[src/hdl/spirc_pkg.sv]
package spirc_pkg;

    // request kinds carried in the input tuser
    localparam logic [1:0] REQ_REG_READ  = 2'd0;
    localparam logic [1:0] REQ_REG_WRITE = 2'd1;
    localparam logic [1:0] REQ_PAYLOAD   = 2'd2;

    // command bytes
    localparam logic [7:0] CMD_WRITE   = 8'h20;
    localparam logic [7:0] CMD_PAYLOAD = 8'h61;

    // half-tick counts at which a transaction finishes
    localparam logic [6:0] HALF_TICKS_REG     = 7'd32;
    localparam logic [6:0] HALF_TICKS_PAYLOAD = 7'd80;

    // bit positions
    localparam logic [5:0] DRIVEN_BITS_CMD   = 6'd8;
    localparam logic [5:0] DRIVEN_BITS_WRITE = 6'd16;
    localparam logic [5:0] CAPTURE_FIRST_BIT = 6'd8;
    localparam logic [5:0] CAPTURE_END_BIT   = 6'd24;

    // one classified tick, front to back
    typedef struct packed {
        logic        start_req;
        logic [1:0]  kind;
        logic [15:0] word;
        logic        miso;
    } t_tick;

    // pin levels and status for one tick, back to output
    typedef struct packed {
        logic [15:0] read_data;
        logic        done;
        logic        busy;
        logic        mosi;
        logic        sck;
        logic        csn;
    } t_result;

endpackage

[src/hdl/spi_radio_command_master.sv]
// spi mode-0 command master for a radio transceiver. every input transaction is one
// half-bit tick of the serial clock and gives exactly one output transaction with the
// pin levels (csn, sck, mosi) and status for that tick. a tick flagged as a request
// (read, write or payload read) starts a serial transaction when the master is idle;
// requests seen while a transaction runs, including its finishing tick, are dropped,
// as is request kind 3. register transactions take 33 ticks, payload reads 81 ticks,
// the last one with done high and the 16 captured bits (first captured bit in bit 15).
// throughput is one tick per clock cycle while the output is not stalled: the shift
// sequencer in the back end advances in each cycle in which it pops a tick. a tick is
// queued when taken and registered at the output when popped. the input side keeps taking
// ticks while a result waits, until the queue between front end and sequencer is full.
module spi_radio_command_master #(
    parameter int QUEUE_DEPTH = 4
) (
    input  logic        i_clk,
    input  logic        i_rst_n,
    input  logic        s_axis_tvalid,
    output logic        s_axis_tready,
    input  logic [15:0] s_axis_tdata,   // reg_addr[4:0], write_data[12:5], miso_in[13], zero
    input  logic [2:0]  s_axis_tuser,   // req_valid[0], req_type[2:1]
    output logic        m_axis_tvalid,
    input  logic        m_axis_tready,
    output logic [23:0] m_axis_tdata    // csn_out[0], sck_out[1], mosi_out[2], busy_res[3],
                                        // done_res[4], read_data[20:5], zero
);

    spirc_pkg::t_tick   w_tick_in;
    spirc_pkg::t_tick   w_tick_q;
    spirc_pkg::t_result w_result;
    logic               w_full;
    logic               w_q_valid;
    logic               w_pop;

    // front end: classify the tick into start request, kind and command word
    spirc_front u_front (
        .i_tdata (s_axis_tdata),
        .i_tuser (s_axis_tuser),
        .o_tick  (w_tick_in)
    );

    assign s_axis_tready = !w_full;

    // short queue decouples input acceptance from the sequencer
    spirc_queue #(
        .DEPTH (QUEUE_DEPTH)
    ) u_queue (
        .i_clk   (i_clk),
        .i_rst_n (i_rst_n),
        .i_push  (s_axis_tvalid),
        .i_data  (w_tick_in),
        .o_full  (w_full),
        .i_pop   (w_pop),
        .o_valid (w_q_valid),
        .o_data  (w_tick_q)
    );

    // back end: serial sequencer with registered output
    spirc_back u_back (
        .i_clk    (i_clk),
        .i_rst_n  (i_rst_n),
        .i_valid  (w_q_valid),
        .i_tick   (w_tick_q),
        .o_pop    (w_pop),
        .o_valid  (m_axis_tvalid),
        .i_ready  (m_axis_tready),
        .o_result (w_result)
    );

    assign m_axis_tdata = {3'b000, w_result.read_data, w_result.done, w_result.busy,
                           w_result.mosi, w_result.sck, w_result.csn};

endmodule

[src/hdl/spirc_front.sv]
module spirc_front (
    input  logic [15:0]       i_tdata,
    input  logic [2:0]        i_tuser,
    output spirc_pkg::t_tick  o_tick
);

    logic [1:0] w_type;
    logic [4:0] w_addr;
    logic [7:0] w_data;

    assign w_type = i_tuser[2:1];
    assign w_addr = i_tdata[4:0];
    assign w_data = i_tdata[12:5];

    always_comb begin
        o_tick.kind      = w_type;
        o_tick.miso      = i_tdata[13];
        o_tick.start_req = i_tuser[0] && (w_type inside {spirc_pkg::REQ_REG_READ,
                                                         spirc_pkg::REQ_REG_WRITE,
                                                         spirc_pkg::REQ_PAYLOAD});
        case (w_type)
            spirc_pkg::REQ_REG_READ:  o_tick.word = {3'b000, w_addr, 8'h00};
            spirc_pkg::REQ_REG_WRITE: o_tick.word = {spirc_pkg::CMD_WRITE | {3'b000, w_addr},
                                                     w_data};
            default:                  o_tick.word = {spirc_pkg::CMD_PAYLOAD, 8'h00};
        endcase
    end

endmodule

[src/hdl/spirc_queue.sv]
module spirc_queue #(
    parameter int DEPTH = 4
) (
    input  logic              i_clk,
    input  logic              i_rst_n,
    input  logic              i_push,
    input  spirc_pkg::t_tick  i_data,
    output logic              o_full,
    input  logic              i_pop,
    output logic              o_valid,
    output spirc_pkg::t_tick  o_data
);

    localparam int AW = (DEPTH > 1) ? $clog2(DEPTH) : 1;
    localparam int CW = $clog2(DEPTH + 1);

    spirc_pkg::t_tick r_mem [DEPTH];
    logic [AW-1:0] r_wr_ptr, r_rd_ptr, n_wr_ptr, n_rd_ptr;
    logic [CW-1:0] r_count, n_count;
    logic          w_push, w_pop;

    assign o_full  = (r_count == CW'(DEPTH));
    assign o_valid = (r_count != '0);
    assign o_data  = r_mem[r_rd_ptr];
    assign w_push  = i_push && !o_full;
    assign w_pop   = i_pop && o_valid;

    always_comb begin
        n_wr_ptr = r_wr_ptr;
        n_rd_ptr = r_rd_ptr;
        n_count  = r_count;
        if (w_push) begin
            n_wr_ptr = (r_wr_ptr == AW'(DEPTH - 1)) ? '0 : r_wr_ptr + 1'b1;
        end
        if (w_pop) begin
            n_rd_ptr = (r_rd_ptr == AW'(DEPTH - 1)) ? '0 : r_rd_ptr + 1'b1;
        end
        if (w_push && !w_pop) begin
            n_count = r_count + 1'b1;
        end else if (w_pop && !w_push) begin
            n_count = r_count - 1'b1;
        end
    end

    always_ff @(posedge i_clk) begin
        if (w_push) begin
            r_mem[r_wr_ptr] <= i_data;
        end
    end

    always_ff @(posedge i_clk) begin
        if (!i_rst_n) begin
            r_wr_ptr <= '0;
            r_rd_ptr <= '0;
            r_count  <= '0;
        end else begin
            r_wr_ptr <= n_wr_ptr;
            r_rd_ptr <= n_rd_ptr;
            r_count  <= n_count;
        end
    end

endmodule

[src/hdl/spirc_back.sv]
module spirc_back (
    input  logic                i_clk,
    input  logic                i_rst_n,
    input  logic                i_valid,
    input  spirc_pkg::t_tick    i_tick,
    output logic                o_pop,
    output logic                o_valid,
    input  logic                i_ready,
    output spirc_pkg::t_result  o_result
);

    logic        r_active, n_active;
    logic [1:0]  r_kind, n_kind;
    logic [6:0]  r_cnt, n_cnt;
    logic [15:0] r_out_shift, n_out_shift;
    logic [15:0] r_in_shift, n_in_shift;
    logic        r_mosi, n_mosi;
    logic        r_out_valid;
    spirc_pkg::t_result r_out, n_out;

    logic        w_start;
    logic [6:0]  w_cnt;
    logic [6:0]  w_limit;
    logic [5:0]  w_driven;
    logic [5:0]  w_bit;
    logic        w_capture;

    assign o_pop    = i_valid && (!r_out_valid || i_ready);
    assign o_valid  = r_out_valid;
    assign o_result = r_out;

    always_comb begin
        w_start     = !r_active && i_tick.start_req;
        n_active    = r_active || w_start;
        n_kind      = w_start ? i_tick.kind : r_kind;
        w_cnt       = w_start ? 7'd0 : r_cnt;
        n_out_shift = w_start ? i_tick.word : r_out_shift;
        n_in_shift  = w_start ? 16'd0 : r_in_shift;
        n_mosi      = r_mosi;
        n_cnt       = w_cnt;

        w_limit   = (n_kind == spirc_pkg::REQ_PAYLOAD) ? spirc_pkg::HALF_TICKS_PAYLOAD
                                                       : spirc_pkg::HALF_TICKS_REG;
        w_driven  = (n_kind == spirc_pkg::REQ_REG_WRITE) ? spirc_pkg::DRIVEN_BITS_WRITE
                                                         : spirc_pkg::DRIVEN_BITS_CMD;
        w_bit     = w_cnt[6:1];
        w_capture = (n_kind != spirc_pkg::REQ_PAYLOAD) ||
                    ((w_bit >= spirc_pkg::CAPTURE_FIRST_BIT) &&
                     (w_bit <  spirc_pkg::CAPTURE_END_BIT));

        n_out.csn       = 1'b1;
        n_out.sck       = 1'b0;
        n_out.busy      = 1'b0;
        n_out.done      = 1'b0;
        n_out.read_data = 16'd0;

        if (n_active) begin
            if (w_cnt >= w_limit) begin
                // finishing tick: release chip select, report capture
                n_out.done      = 1'b1;
                n_out.read_data = n_in_shift;
                n_active        = 1'b0;
                n_cnt           = 7'd0;
            end else begin
                n_out.csn  = 1'b0;
                n_out.busy = 1'b1;
                if (!w_cnt[0]) begin
                    if (w_bit < w_driven) begin
                        n_mosi      = n_out_shift[15];
                        n_out_shift = {n_out_shift[14:0], 1'b0};
                    end
                end else begin
                    n_out.sck = 1'b1;
                    if (w_capture) begin
                        n_in_shift = {n_in_shift[14:0], i_tick.miso};
                    end
                end
                n_cnt = w_cnt + 7'd1;
            end
        end
        n_out.mosi = n_mosi;
    end

    always_ff @(posedge i_clk) begin
        if (o_pop) begin
            r_out <= n_out;
        end
    end

    always_ff @(posedge i_clk) begin
        if (!i_rst_n) begin
            r_active    <= 1'b0;
            r_kind      <= 2'd0;
            r_cnt       <= 7'd0;
            r_out_shift <= 16'd0;
            r_in_shift  <= 16'd0;
            r_mosi      <= 1'b0;
            r_out_valid <= 1'b0;
        end else begin
            if (o_pop) begin
                r_active    <= n_active;
                r_kind      <= n_kind;
                r_cnt       <= n_cnt;
                r_out_shift <= n_out_shift;
                r_in_shift  <= n_in_shift;
                r_mosi      <= n_mosi;
                r_out_valid <= 1'b1;
            end else if (i_ready) begin
                r_out_valid <= 1'b0;
            end
        end
    end

endmodule

[config.mk]
export PLATFORM = sky130hd
export DESIGN_NAME = spi_radio_command_master
export DESIGN_NICKNAME = d
export VERILOG_FILES = /design/src/hdl/spirc_pkg.sv /design/src/hdl/spi_radio_command_master.sv /design/src/hdl/spirc_front.sv /design/src/hdl/spirc_queue.sv /design/src/hdl/spirc_back.sv
export SDC_FILE = /design/constraint.sdc
export NUM_CORES = 1
export LEC_CHECK = 0
export BUFFER_PORTS_ARGS = -buffer_cell sky130_fd_sc_hd__buf_2
export CAP_MARGIN = 30
export CORE_ASPECT_RATIO = 0.75
export CORE_UTILIZATION = 60
export DETAILED_ROUTE_END_ITERATION = 10
export GPL_TIMING_DRIVEN = 0
export PLACE_DENSITY = 0.92
export SLEW_MARGIN = 20
export SYNTH_ARGS = -nofsm -noshare
export SYNTH_HDL_FRONTEND = slang
export SYNTH_SLANG_ARGS = --single-unit
[constraint.sdc]
create_clock -name i_clk -period 4.6 [get_ports i_clk]
set_input_delay 1.15 -clock i_clk [delete_from_list [all_inputs] [get_ports i_clk]]
set_output_delay 1.15 -clock i_clk [all_outputs]
set_load 0.05 [all_outputs]
==> results of run 1 <==
registers in the layout, indices dropped and copies added (netlist names), 3 cells and up, named ones only:
register	flops
u_back.o_result	21
u_back.r_cnt	7
u_back.r_in_shift	16
u_back.r_out_shift	16
u_queue.r_count	3
u_queue.r_mem	76
worst min-delay path, stage by stage (launching register included):
cell	delay, ns
dfxtp_1	0.31
nand2_1	0.05
o21ai_1	0.05
cells in the final DEF, fill, tap and decap left out, types with 16 or more instances in the layout:
master	instances
a21oi_1	28
and3_1	36
buf_2	51
clkbuf_16	17
dfxtp_1	53
edfxtp_1	97
mux4_2	19
nand2_1	65
nand3_1	24
nor2_1	16
o21ai_1	17
metal layers:
metal  track usage  vias up  wire [µm]  share of wire
met5             0        -          0              0
met4         0.118        0        361          0.026
met3        0.0622       55       1310          0.092
met2         0.435      287       6740           0.48
met1         0.353     2212       5720           0.40
li1              -     2050          -              -
metrics by stage:
stage | cell area [µm²] | util | hold slack, ns
floorplan | 6500 | - | 0.424
global placement | 6890 | 0.662 | 0.440
detailed placement | 6890 | 0.662 | 0.445
CTS | 7480 | 0.718 | 0.456
global route | 7530 | 0.723 | 0.482
finish | 7530 | 0.723 | 0.457
kinds of logic after synthesis:
kind of cell / Yosys count / synth area share
AND/OR/NAND/NOR: 191 / 0.151
flip-flops: 150 / 0.612
XOR/XNOR: 4 / 0.00540
other: 1 / 0.000577
adder cells (fa/ha/maj): 11 / 0.0224
multiplexers: 28 / 0.0825
AO/OA/AOI/OAI: 82 / 0.0896
buffers and inverters: 45 / 0.0362
final timing paths:
kind                                            start                     to  slack (ns)  depth (start not counted)
worst max register to register                   flop     u_back.o_result[2]        0.50                         15
worst min register to register  u_back.r_in_shift[15]  u_back.r_in_shift[15]        0.46                          2
worst min-delay path            u_back.r_in_shift[15]  u_back.r_in_shift[15]        0.46                          2
worst max-delay path                             flop     u_back.o_result[2]        0.50                         15
final cells by class:
cell class / count / area, µm²
well taps: 136 / 170
clock inverters: 15 / 165
flip-flops and latches: 150 / 3970
repair buffers: 47 / 268
inverters: 11 / 41.3
multi-input cells: 319 / 2290
plain buffers: 34 / 195
clock buffers: 17 / 425
fillers: 647 / 2880
power groups by stage:
stage               clock network (mW)  logic [mW]  registers, mW
global placement                     0        1.82           1.85
global route                      1.45        2.08           1.88
detailed placement                   0        1.91           1.87
floorplan                            0        1.16           2.15
finish                            1.39        1.97           1.85
CTS                               1.40        1.92           1.85
==> flow_summary.toml, run 1 <==
[final_layout]
drive_above_1_share = 0.226
diodes = 0
area_growth_pct = 16.0
layout.cells.non_filler = 729
nNetsFinal = 614

[timing]
worst_pin_slew_ns = 0.720
worst_slack_ns = 0.499
rsz0062_at_grt = "no"
setup_viol = 0
fin_crit_sh = 0.892
finClkSkew_ns = 0.00764
fmax_ghz = 0.244
tns_ns = 0
slew_violations = 0
hold_viol = 0
fin_crit_ns = 4.10
slew_headroom = 0.520

[clocking]
cts_resized = 0
path_clk_slew_ns = 0.06
clockBufferDepth = 2
insertion_delay_ns = 0.43
root_buffer = "clkbuf_16"
post-cts-setup-buffer-count = 0
hold_buffers = 0
cts_buffers = 17
clock_sinks = 150
cts_tree = "yes"
cts_max_level = 4

[power_and_ir_drop]
peakVddDrop_mv = 0.362
internal_power_mw = 3.17
p_leak_nw = 2.87
pwr-share-seq = 0.355
comb_power_share = 0.378
switchingPower_mw = 2.05
power_density_mw_per_mm2 = 693
switching_share = 0.392
p_total_mw = 5.22
p_clk_frac = 0.267

[worst_setup_path]
cp_cell_sequence = "buf_6 -> mux2i_2 -> a2bb2oi_2 -> buf_6 -> buf_2 -> clkbuf_1 -> nand2_1 -> ha_1 -> nand2b_1 -> o211ai_1 -> a41o_1 -> a31o_2 -> clkbuf_1 -> o21ai_0 -> o21ai_1"
critPathKind = "flop to flop"
critPathLaunchType = "flop"
cp.arrival_ns = 4.26
end_kind = "flop"
cp_slowest_cell = "dfxtp_1"
worstPathRequired_ns = 4.76
path_delay_family = "compound AO/OA/AOI/OAI gates"
slowest_delay_ns = 0.41
crit_path_max_fanout = 10
crit_buf_inv = 5

[global_route]
grt_pass1_wl_mm = 22.7
antenna_found_initial = 0
grt_use_total = 0.271
grt_overflow = 0
grt_pass1_vias = 4554
grt_max_degree = 31

[yosys]
synth_most_common_cell = "edfxtp_1"
syn_area_per_cell_um2 = 12.7
netlist.area_leader.share = 0.449
synth_cell_type_count = 54
async_flop_share = 0
synth-seq-area-share = 0.612
ys_ff_latch = 150
syn_inst = 512
ys_warn_count = 0
synth_common_cells = "97 x edfxtp_1, 65 x nand2_1, 53 x dfxtp_1"
synthesis.area_mm2 = 0.00649
synth-main-ff-cell = "edfxtp_1"
synth_enable_flop_cells = 97
ys_top_cells_by_area = "edfxtp_1 45%, dfxtp_1 16%, mux4_2 6.6%"
synth_area_leader_cell = "edfxtp_1"

[route]
drtPass1Iterations = 8
viasPerCell = 6.32
wl_per_cell_um = 19.4
wl_mm = 14.1
route.detailed.drc = 0
first_iter_violations = 526
num_vias = 4604
final_antenna_net_count = 0

[job]
drv_cap = 0

[placement]
io_buffers = 43
place_hpwl_mm = 9.05
place_ws_ns = 0.699
dp.cells = 693
gp_congestion = 0.873

[floorplanning]
die_h_um = 92.1
core_area_mm2 = 0.0104
die_area_mm2 = 0.0112
rows = 32
pin_count = 49
initial_core_util = 0.624
die_x_um = 122

[outcome]
run_status = "finished clean"

[min_path]
hold_class = "flop to flop"
Note: power is estimated with default switching activity, not from simulation.
==> run 2: changes to the inputs <==
--- a/config.mk
+++ b/config.mk
@@ -11,8 +11,9 @@
 export CORE_UTILIZATION = 60
 export DETAILED_ROUTE_END_ITERATION = 10
 export GPL_TIMING_DRIVEN = 0
-export PLACE_DENSITY = 0.92
+export PLACE_DENSITY = 0.91
 export SLEW_MARGIN = 20
 export SYNTH_ARGS = -nofsm -noshare
 export SYNTH_HDL_FRONTEND = slang
+export SYNTH_HIERARCHICAL = 1
 export SYNTH_SLANG_ARGS = --single-unit
==> flow_summary.toml, run 2 <==
[clocking]
cts_buffers = 17
root_buffer = "clkbuf_16"
path_clk_slew_ns = 0.06
hold_buffers = 0
cts_resized = 0
clock_sinks = 154
cts_tree = "yes"
cts_max_level = 4
post-cts-setup-buffer-count = 0
clockBufferDepth = 2
insertion_delay_ns = 0.42

[yosys]
syn_area_per_cell_um2 = 13.6
synth-seq-area-share = 0.614
synthMuxAreaShare = 0.0788
netlist.area_leader.share = 0.455
synthesis.area_mm2 = 0.00667
synthAdderAreaFrac = 0.0218
synth_area_leader_cell = "edfxtp_1"
ys_top_cells_by_area = "edfxtp_1 46%, dfxtp_1 16%, mux4_2 6.8%"
synth_compound_area_frac = 0.0982
ys_warn_count = 6
synth_top_family_by_area = "simple AND/OR/NAND/NOR gates"
async_flop_share = 0
ys_ff_latch = 154
synth_common_cells = "101 x edfxtp_1, 64 x nand2_1, 53 x dfxtp_1"
synth_cell_type_count = 68
synthSimpleGateAreaFrac = 0.138
synth_enable_flop_cells = 101
syn_inst = 490
synth-main-ff-cell = "edfxtp_1"
synthXorXnorAreaFrac = 0.00526
synth_most_common_cell = "edfxtp_1"

[route]
wl_per_cell_um = 20.0
drtPass1Iterations = 7
first_iter_violations = 392
num_vias = 4387
final_antenna_net_count = 0
wl_mm = 14.1
route.detailed.drc = 0
viasPerCell = 6.21

[worst_setup_path]
worstPathRequired_ns = 4.77
critPathKind = "flop to flop"
end_kind = "flop"
cp.arrival_ns = 4.47
crit_path_max_fanout = 10
critPathLaunchType = "flop"

[timing]
fin_crit_ns = 4.30
slew_violations = 0
rsz0062_at_grt = "no"
finClkSkew_ns = 0.00794
setup_viol = 0
hold_viol = 0
fmax_ghz = 0.233
hold_slack_ns = 0.473
fin_crit_sh = 0.934
tns_ns = 0
worst_pin_slew_ns = 0.645
slew_headroom = 0.570

[floorplanning]
rows = 32
core_area_mm2 = 0.0105
initial_core_util = 0.633
die_area_mm2 = 0.0115
pin_count = 49
die_h_um = 93.3
die_x_um = 124

[final_layout]
layout_commonest_cell = "edfxtp_1"
area_growth_pct = 15.5
regMostFlops = "u_queue/r_mem"
nFillCells = 640
final_cell_mix = "101 x edfxtp_1, 64 x nand2_1, 53 x dfxtp_1"
nNetsFinal = 592
largest_register_ff_count = 80
diodes = 0
drive_above_1_share = 0.246

[power_and_ir_drop]
p_leak_nw = 2.89
p_total_mw = 5.16
power_density_mw_per_mm2 = 670
peakVddDrop_mv = 0.352

[global_route]
grt_overflow = 0
antenna_found_initial = 0
grt_max_degree = 31
grt_use_total = 0.259
grt_pass1_wl_mm = 21.7
grt_pass1_vias = 4203

[placement]
io_buffers = 42
place_hpwl_mm = 8.90
gp_congestion = 0.896

[job]
drv_cap = 0

[outcome]
run_status = "finished clean"

[min_path]
hold_class = "flop to flop"
[run 2: through the flow]
stage / setup slack, ns / utilization / cell area (µm²) / cells
after floorplan: 0.840 / - / 6670 / 492
after global placement: 0.371 / 0.670 / 7050 / 670
after detailed placement: 0.167 / 0.674 / 7100 / 673
after CTS: 0.367 / 0.727 / 7660 / 704
after global routing: 0.199 / 0.731 / 7700 / 706
final: 0.302 / 0.731 / 7700 / 706
[run 2: path summary, 6_finish.rpt]
check | startpoint | endpoint | slack (ns) | cells after the start
max | flop | u_back/o_result[2] | 0.30 | 13
min | u_back/r_out_shift[15] | u_back/r_out_shift[15] | 0.47 | 2
max reg2reg | flop | u_back/o_result[2] | 0.30 | 13
min reg2reg | u_back/r_out_shift[15] | u_back/r_out_shift[15] | 0.47 | 2
[run 2: critical path: stages (launching register included)]
cell      delay (ns)
dfxtp_1         0.38
buf_4           0.27
mux4_2          0.65
nand2b_1        0.12
buf_4           0.16
clkbuf_1        0.41
nand2_1         0.11
ha_1            0.31
or4b_4          0.48
o221ai_4        0.25
a31oi_4         0.18
nand3_2         0.20
buf_6           0.18
mux2_2          0.33
[run 2: power by group]
group / leakage [nW] / total, mW / internal, mW / switching, mW
registers: 1.38 / 1.91 / 1.79 / 0.120
clock network: 0.266 / 1.33 / 0.753 / 0.575
logic: 1.24 / 1.92 / 0.656 / 1.27
total: 2.89 / 5.16 / 3.20 / 1.96
[run 2: area by class of cell]
type	instances	area (µm²)	area share
sequential	154	4090	0.532
multi-input combinational	291	2300	0.298
clock buffer	17	425	0.0552
timing repair buffer	47	298	0.0387
buffer	37	245	0.0318
tap	136	170	0.0221
clock inverter	14	135	0.0175
inverter	10	37.5	0.00487
[run 2: cells by family (layout without fill, tap and decap cells)]
| kind of cell | count (synthesis) | in the layout |
|---|---|---|
| flops | 154 | 154 |
| xor+xnor | 4 | 4 |
| compound gates | 80 | 80 |
| mux | 27 | 27 |
| simple gates | 165 | 165 |
| buf+inv | 47 | 125 |
| fa+ha+maj | 11 | 11 |
| other cells | 2 | 4 |
[run 2: routing by layer]
layer | wire length [µm] | global-route usage
met5 | 0 | 0
met4 | 305 | 0.115
met1 | 5830 | 0.330
met3 | 900 | 0.0518
met2 | 7060 | 0.430
